`src/rrec_pkg.sv`:
```
package rrec_pkg;

  // coordinate and distance width inside the datapath, in 1/32 px
  localparam int CRD_W = 24;

  // square root unit
  localparam int SQ_IN_W  = 40;
  localparam int SQ_OUT_W = 20;
  localparam int SQ_STEPS = SQ_OUT_W;

  // restoring divider unit
  localparam int DIV_N_W = 34;
  localparam int DIV_D_W = 21;
  localparam int DIV_Q_W = 16;

  typedef logic signed [CRD_W-1:0] crd_t;

  // effect kinds
  typedef enum logic [1:0] {
    KIND_OUTER   = 2'd0,
    KIND_INSET   = 2'd1,
    KIND_OUTLINE = 2'd2
  } kind_t;

  // register map, word index
  typedef enum logic [2:0] {
    REG_EFFECT_KIND      = 3'd0,
    REG_SHAPE_ORIGIN     = 3'd1,
    REG_SHAPE_SIZE       = 3'd2,
    REG_CORNER_RADIUS    = 3'd3,
    REG_SHADOW_OFFSET    = 3'd4,
    REG_BLUR_AND_SPREAD  = 3'd5,
    REG_OUTLINE_GEOMETRY = 3'd6,
    REG_ANTIALIAS_WIDTH  = 3'd7
  } reg_idx_t;

  // gaussian tail, 0.5*erfc(u/sqrt2) over [0,4] in steps of 1/8, scaled by 65536
  function automatic logic [15:0] erfc_q(input logic [5:0] i);
    logic [15:0] v;
    case (i)
      6'd0:  v = 16'd32768;
      6'd1:  v = 16'd29508;
      6'd2:  v = 16'd26299;
      6'd3:  v = 16'd23189;
      6'd4:  v = 16'd20220;
      6'd5:  v = 16'd17432;
      6'd6:  v = 16'd14852;
      6'd7:  v = 16'd12503;
      6'd8:  v = 16'd10398;
      6'd9:  v = 16'd8539;
      6'd10: v = 16'd6924;
      6'd11: v = 16'd5542;
      6'd12: v = 16'd4378;
      6'd13: v = 16'd3413;
      6'd14: v = 16'd2625;
      6'd15: v = 16'd1992;
      6'd16: v = 16'd1491;
      6'd17: v = 16'd1101;
      6'd18: v = 16'd801;
      6'd19: v = 16'd575;
      6'd20: v = 16'd407;
      6'd21: v = 16'd284;
      6'd22: v = 16'd195;
      6'd23: v = 16'd132;
      6'd24: v = 16'd88;
      6'd25: v = 16'd58;
      6'd26: v = 16'd38;
      6'd27: v = 16'd24;
      6'd28: v = 16'd15;
      6'd29: v = 16'd9;
      6'd30: v = 16'd6;
      6'd31: v = 16'd3;
      default: v = 16'd2;
    endcase
    return v;
  endfunction

endpackage

```
`src/rrec_div.sv`:
```
module rrec_div (
  input  logic                         clk,
  input  logic                         en,
  input  logic [rrec_pkg::DIV_N_W-1:0] num_i,
  input  logic [rrec_pkg::DIV_D_W-1:0] den_i,
  output logic [rrec_pkg::DIV_Q_W-1:0] quo_o
);

  localparam int NW = rrec_pkg::DIV_N_W;
  localparam int DW = rrec_pkg::DIV_D_W;
  localparam int QW = rrec_pkg::DIV_Q_W;
  localparam int CW = DW + QW;

  logic [NW-1:0] rem_r [QW];
  logic [QW-1:0] quo_r [QW];
  logic [DW-1:0] den_r [QW];
  logic [NW-1:0] rem_in [QW];
  logic [QW-1:0] quo_in [QW];
  logic [DW-1:0] den_in [QW];
  logic [NW-1:0] rem_nxt [QW];
  logic [QW-1:0] quo_nxt [QW];
  logic [CW-1:0] sh [QW];

  // restoring division, one quotient bit per stage, msb first
  always_comb begin
    rem_in[0] = num_i;
    quo_in[0] = '0;
    den_in[0] = den_i;
    for (int s = 1; s < QW; s++) begin
      rem_in[s] = rem_r[s-1];
      quo_in[s] = quo_r[s-1];
      den_in[s] = den_r[s-1];
    end
    for (int s = 0; s < QW; s++) begin
      sh[s] = CW'(den_in[s]) << (QW - 1 - s);
      if (CW'(rem_in[s]) >= sh[s]) begin
        rem_nxt[s] = rem_in[s] - sh[s][NW-1:0];
        quo_nxt[s] = quo_in[s] | (QW'(1) << (QW - 1 - s));
      end else begin
        rem_nxt[s] = rem_in[s];
        quo_nxt[s] = quo_in[s];
      end
    end
  end

  always_ff @(posedge clk) begin
    if (en) begin
      for (int s = 0; s < QW; s++) begin
        rem_r[s] <= rem_nxt[s];
        quo_r[s] <= quo_nxt[s];
        den_r[s] <= den_in[s];
      end
    end
  end

  assign quo_o = quo_r[QW-1];

endmodule

```
`config.mk`:
```
export PLATFORM = sky130hd
export DESIGN_NAME = rrec_div
export DESIGN_NICKNAME = d
export VERILOG_FILES = /design/src/rrec_pkg.sv /design/src/rrec_div.sv
export SDC_FILE = /design/constraint.sdc
export NUM_CORES = 2
export LEC_CHECK = 0
export ABC_AREA = 1
export BUFFER_PORTS_ARGS = -buffer_cell sky130_fd_sc_hd__buf_2
export CORE_MARGIN = 4
export CORE_UTILIZATION = 30
export CTS_CLUSTER_SIZE = 16
export DETAILED_ROUTE_END_ITERATION = 7
export GPL_ROUTABILITY_DRIVEN = 1
export RECOVER_POWER = 25
export SYNTH_ARGS = -nofsm -noshare
export SYNTH_HDL_FRONTEND = slang
export SYNTH_SLANG_ARGS = --single-unit
```
`constraint.sdc`:
```
create_clock -name clk -period 2.9 [get_ports clk]
set_input_delay 0 -clock clk [delete_from_list [all_inputs] [get_ports clk]]
set_output_delay 0 -clock clk [all_outputs]
set_load 0.005 [all_outputs]
```
[Yosys cells after proc, flatten, opt, wreduce, memory -nomap -nowiden]
Memory sizes are Yosys's and may differ from the RTL's.
Index checks and enable logic that the tools add are counted.
Cells by class
  $add $sub $neg: 16
  multiplexer cells: 34
  order comparisons: 16
Operators by type and width (number)
  two-way mux 34 bit: 16
  subtractor 34 bit: 3
  greater-or-equal comparator 34 x 36 -> 1 bit: 1
  greater-or-equal comparator 34 x 35 -> 1 bit: 1
  greater-or-equal comparator 34 x 21 -> 1 bit: 1
  greater-or-equal comparator 34 x 22 -> 1 bit: 1
  greater-or-equal comparator 34 x 23 -> 1 bit: 1
  greater-or-equal comparator 34 x 24 -> 1 bit: 1
  greater-or-equal comparator 34 x 25 -> 1 bit: 1
  greater-or-equal comparator 34 x 26 -> 1 bit: 1
  greater-or-equal comparator 34 x 27 -> 1 bit: 1
  greater-or-equal comparator 34 x 28 -> 1 bit: 1
  greater-or-equal comparator 34 x 29 -> 1 bit: 1
  greater-or-equal comparator 34 x 30 -> 1 bit: 1
  greater-or-equal comparator 34 x 31 -> 1 bit: 1
  greater-or-equal comparator 34 x 32 -> 1 bit: 1
  greater-or-equal comparator 34 x 33 -> 1 bit: 1
  greater-or-equal comparator 34 bit: 1
  subtractor 34 x 21 -> 34 bit: 1
  subtractor 34 x 22 -> 34 bit: 1
  subtractor 34 x 23 -> 34 bit: 1
  subtractor 34 x 24 -> 34 bit: 1
  subtractor 34 x 25 -> 34 bit: 1
  subtractor 34 x 26 -> 34 bit: 1
  23 further kinds: 25
Storage, ports and cells
  memory bits (writable): 1136
  output and inout port bits: 16
  logic and storage cells: 69
  input port bits: 57
  register bits after elaboration: 0
  memories kept: 3
Memory list
  rem_r: depth 16, width 34, rd ports 15, clocked after Yosys merged registers in 0, write ports 16, RTL line rrec_div.sv:14  | logic [NW-1:0] rem_r [QW];
  den_r: depth 16, width 21, rd ports 15, clocked after Yosys merged registers in 0, write ports 16, RTL line rrec_div.sv:16  | logic [DW-1:0] den_r [QW];
  quo_r: depth 16, width 16, rd ports 16, clocked after Yosys merged registers in 0, write ports 16, RTL line rrec_div.sv:15  | logic [QW-1:0] quo_r [QW];

[Logic depth before layout (Yosys ltp)]
An unclocked memory read counts as a cell.
  depth in word-level cells: 3
  gate-level depth with buffers: 16
  gate-level depth less buffers: 15

[Worst setup path before layout]
No wires, ideal clock.
  path kind: reg-to-reg
  from: mem rem_r[1][138] in the netlist's numbering
  to: mem rem_r[1][193] in the netlist's numbering, data pin
  stages on the path, launching flop included: 16
  setup slack: 0.633 ns
  library setup time: 0.256 ns
  required time: 2.644 ns
  buffers on the path: 1
  arrival: 2.011 ns
  clock period less this slack: 2.267 ns
  cells stage by stage: edfxtp_1 -> inv_1 -> ha_1 -> inv_1 -> fa_1 -> nand3_1 -> nand3_2 -> nand2_1 -> nand2_1 -> nand2_1 -> nand2_1 -> nand2_1 -> nand2_1 -> nor2_4 -> buf_6 -> a21oi_1
RTL lines (RTL line)
  start, declared: rrec_div.sv:14

==> impl_metrics.py <==
metrics = {
    "run_status": {
        "status": "finished, final reports clean",
    },
    "detailed_routing": {
        "drc": 0,
        "ant_nets": 0,
        "drt_first_pass_iters": 6,
        "wire_per_inst_microns": 17.03,
        "dr.first_iter.drc_count": 4110,
        "drt_wl_total_microns": 183500,
        "vias": 49990,
        "viasPerCell": 4.639,
    },
    "synth": {
        "ys.warnings.count": 0,
        "synth-seq-cells": 961,
        "syn_area_per_cell_sq_um": 7.908,
        "syn-num-nets": 8119,
        "synth_cells": 7714,
        "synth_compound_area_share_pct": 3.864,
        "synth_cell_type_count": 48,
        "synth_async_sr_flop_share_pct": 0,
        "synth_enable_flop_cells": 961,
        "synth_area_sq_um": 61000,
        "synthAdderAreaFrac_pct": 7.323,
        "synth_top_family_by_area": "simple AND/OR/NAND/NOR gates",
        "synth_xor_area_share_pct": 2.541,
        "synth-simple-area-share_pct": 29.25,
        "synth_ff_type": "edfxtp_1",
        "yosysSeqAreaShare_pct": 47.31,
        "synth_mux_area_share_pct": 0,
    },
    "worst_setup_path": {
        "reg2reg_to": "rem_r[1][59]",
        "cp.arrival_ns": 3.29,
        "crit_path_end_kind": "flop",
        "worstSetupStartpoint": "den_r[1][0]",
        "cp_max_fo": 21,
        "timing.rr.start": "den_r[1][0]",
        "r2r_cells": 12,
        "worstSetupPathType": "flop to flop",
        "critPathLaunchType": "flop",
        "cp.required_ns": 3.46,
        "r2r_slack_ns": 0.17,
    },
    "floorplanning": {
        "core_sq_um": 202100,
        "die_height_microns": 458.9,
        "rows": 165,
        "initial_utilization_pct": 30.18,
        "die-area_sq_um": 210600,
        "ioPinCount": 73,
        "die_x_microns": 458.9,
    },
    "place": {
        "gp_congestion": 0.9223,
        "place_hpwl_microns": 147700,
        "port_buffers": 72,
    },
    "timing": {
        "setup_viol": 0,
        "hold_violations": 0,
        "report.final.slew_viol_count": 0,
        "setup_tns_ns": 0,
        "fmax_ghz": 0.3662,
        "min_period_ns": 2.731,
        "finalCritPeriodShare_pct": 94.16,
        "relSlewSlack_pct": 54.57,
        "tightest_slew_ns": 0.6798,
        "clock_skew_ns": 0.07764,
        "hold_slack_ns": 0.07694,
    },
    "grt": {
        "grt_pass1_vias": 48440,
        "grt_usage_pct": 17.01,
        "antenna_found_initial": 2,
        "grt_max_degree": 118,
        "grt_pass1_wl_microns": 281000,
        "grt.overflow.total": 0,
    },
    "worst_hold_path": {
        "whs_endpoint": "rem_r[0][22]",
        "worstHoldStart": "num_i[22]",
        "hp-class": "input pin to flop",
        "min_path_cells": 4,
    },
    "layout": {
        "final_common_cell": "nand2_1",
        "layout_common_cells": "nand2_1 (2896), inv_1 (1410), edfxtp_1 (961)",
        "diodes": 0,
        "syn2layout_area_growth_pct": 14.14,
        "drive_above_1_share_pct": 4.911,
        "nNetsFinal": 8416,
    },
    "cts": {
        "htreeDepth": 3,
        "cts_buffers": 110,
        "clk-insertion-delay-late_ns": 0.78,
        "cts_root_buffer": "clkbuf_16",
        "numClockSinks": 961,
        "clock_path_buffers": 3,
        "cts_tree": "yes",
        "clk_pin_slew_worst_paths_ns": 0.06,
    },
    "power_and_ir_drop": {
        "p_per_area_nw_per_um2": 895.6,
        "p_leak_nw": 33.23,
        "ir_drop_mv": 0.5035,
    },
    "flow_run": {
        "drv_cap": 0,
    },
}
[synthesized netlist by cell type (43+ instances only)]
| cell | n | area share (%) |
|---|---|---|
| nand2_1 | 2900 | 18 |
| inv_1 | 1410 | 8.7 |
| edfxtp_1 | 961 | 47 |
| nor2_1 | 565 | 3.5 |
| nand3_1 | 450 | 3.7 |
| ha_1 | 333 | 6.8 |
| a21oi_1 | 270 | 2.2 |
| nand4_1 | 174 | 1.8 |
| xor2_1 | 155 | 2.2 |
| o21ai_0 | 87 | 0.71 |
| nor3_1 | 61 | 0.50 |
| nand3b_1 | 43 | 0.53 |
[flip-flops by register name, indices dropped and copies added, names as in the netlist]
| register | count |
|---|---|
| den_r | 315 |
| quo_r | 136 |
| rem_r | 510 |
[per-layer routing]
| metal | vias to the layer above | part of all wire, % | track usage, % | wire length [microns] |
|---|---|---|---|---|
| met2 | 1246 | 49 | 29.89 | 89270 |
| met5 | - | 0 | 0 | 0 |
| li1 | 25220 | - | - | - |
| met1 | 23280 | 44 | 21.88 | 80230 |
| met3 | 247 | 4.5 | 1.756 | 8227 |
| met4 | 0 | 3.1 | 5.521 | 5773 |
[critical path, stage by stage (launching register included)]
cell      delay (ns)
edfxtp_1        0.41
ha_1            0.23
fa_1            0.43
inv_1           0.11
nand3_1         0.07
nand3_1         0.20
nand2_1         0.09
nand3_1         0.15
nand3_1         0.11
nand3_2         0.23
buf_4           0.33
nand2_1         0.09
nand2_1         0.12
[logic make-up (layout without fill, tap and decap cells)]
family                     after synthesis  count (layout)
adders and majority gates              348             348
buffers and inverters                 1490            1880
xor gates and xnor gates               177             177
AOI/OAI and AO/OA                      431             431
and+or+nand+nor                       4307            4307
DFF                                    961             961
[cell type report]
type | instances | area, sq um
Tap cell | 2672 | 3343
Inverter | 1417 | 5331
Clock buffer | 132 | 2878
Clock inverter | 73 | 743.2
Multi-Input combinational cell | 5263 | 26250
Timing Repair Buffer | 258 | 2218
Fill cell | 21000 | 132500
Sequential cell | 961 | 28860
[worst max path at each step]
| stage | end | slack [ns] | cells past startpoint |
|---|---|---|---|
| 2_1_floorplan | rem_r[1][193] | 0.63 | 15 |
| 3_3_place_gp | rem_r[0][265] | 0.05 | 10 |
| 3_5_place_dp | rem_r[0][271] | 0.03 | 9 |
| 4_1_cts | rem_r[0][271] | 0.03 | 9 |
| 5_1_grt | rem_r[1][200] | -0.003 | 15 |
| 6_report | rem_r[1][59] | 0.17 | 12 |
[what timing repair did]
item	CTS	global route
hold endpoints to repair	344	0
resized for setup	0	12
buffers inserted	0	1
hold buffers	96	0
endpoints found under the setup margin	0	76
[through the flow]
stage	power, W	utilization [%]	instances	worst slack (ns)	cell area, sq um
after global routing	0.06712	34.45	10780	-0.003410	69620
after CTS	0.06268	34.42	10770	0.03431	69560
after global placement	0.04831	32.15	10470	0.05245	64980
final	0.06235	34.45	10780	0.1693	69620
after detailed placement	0.04839	32.15	10470	0.02528	64980
after floorplan	0.03934	-	7714	0.6334	61000
[power breakdown]
part | switching, W | leakage, nW | internal, W | total (W)
sequential | 0.00248 | 9.32 | 0.0193 | 0.0217
clock | 0.00602 | 1.74 | 0.00787 | 0.0139
combinational | 0.0180 | 22.2 | 0.00877 | 0.0267
Note: power is estimated with default switching activity, not from simulation.
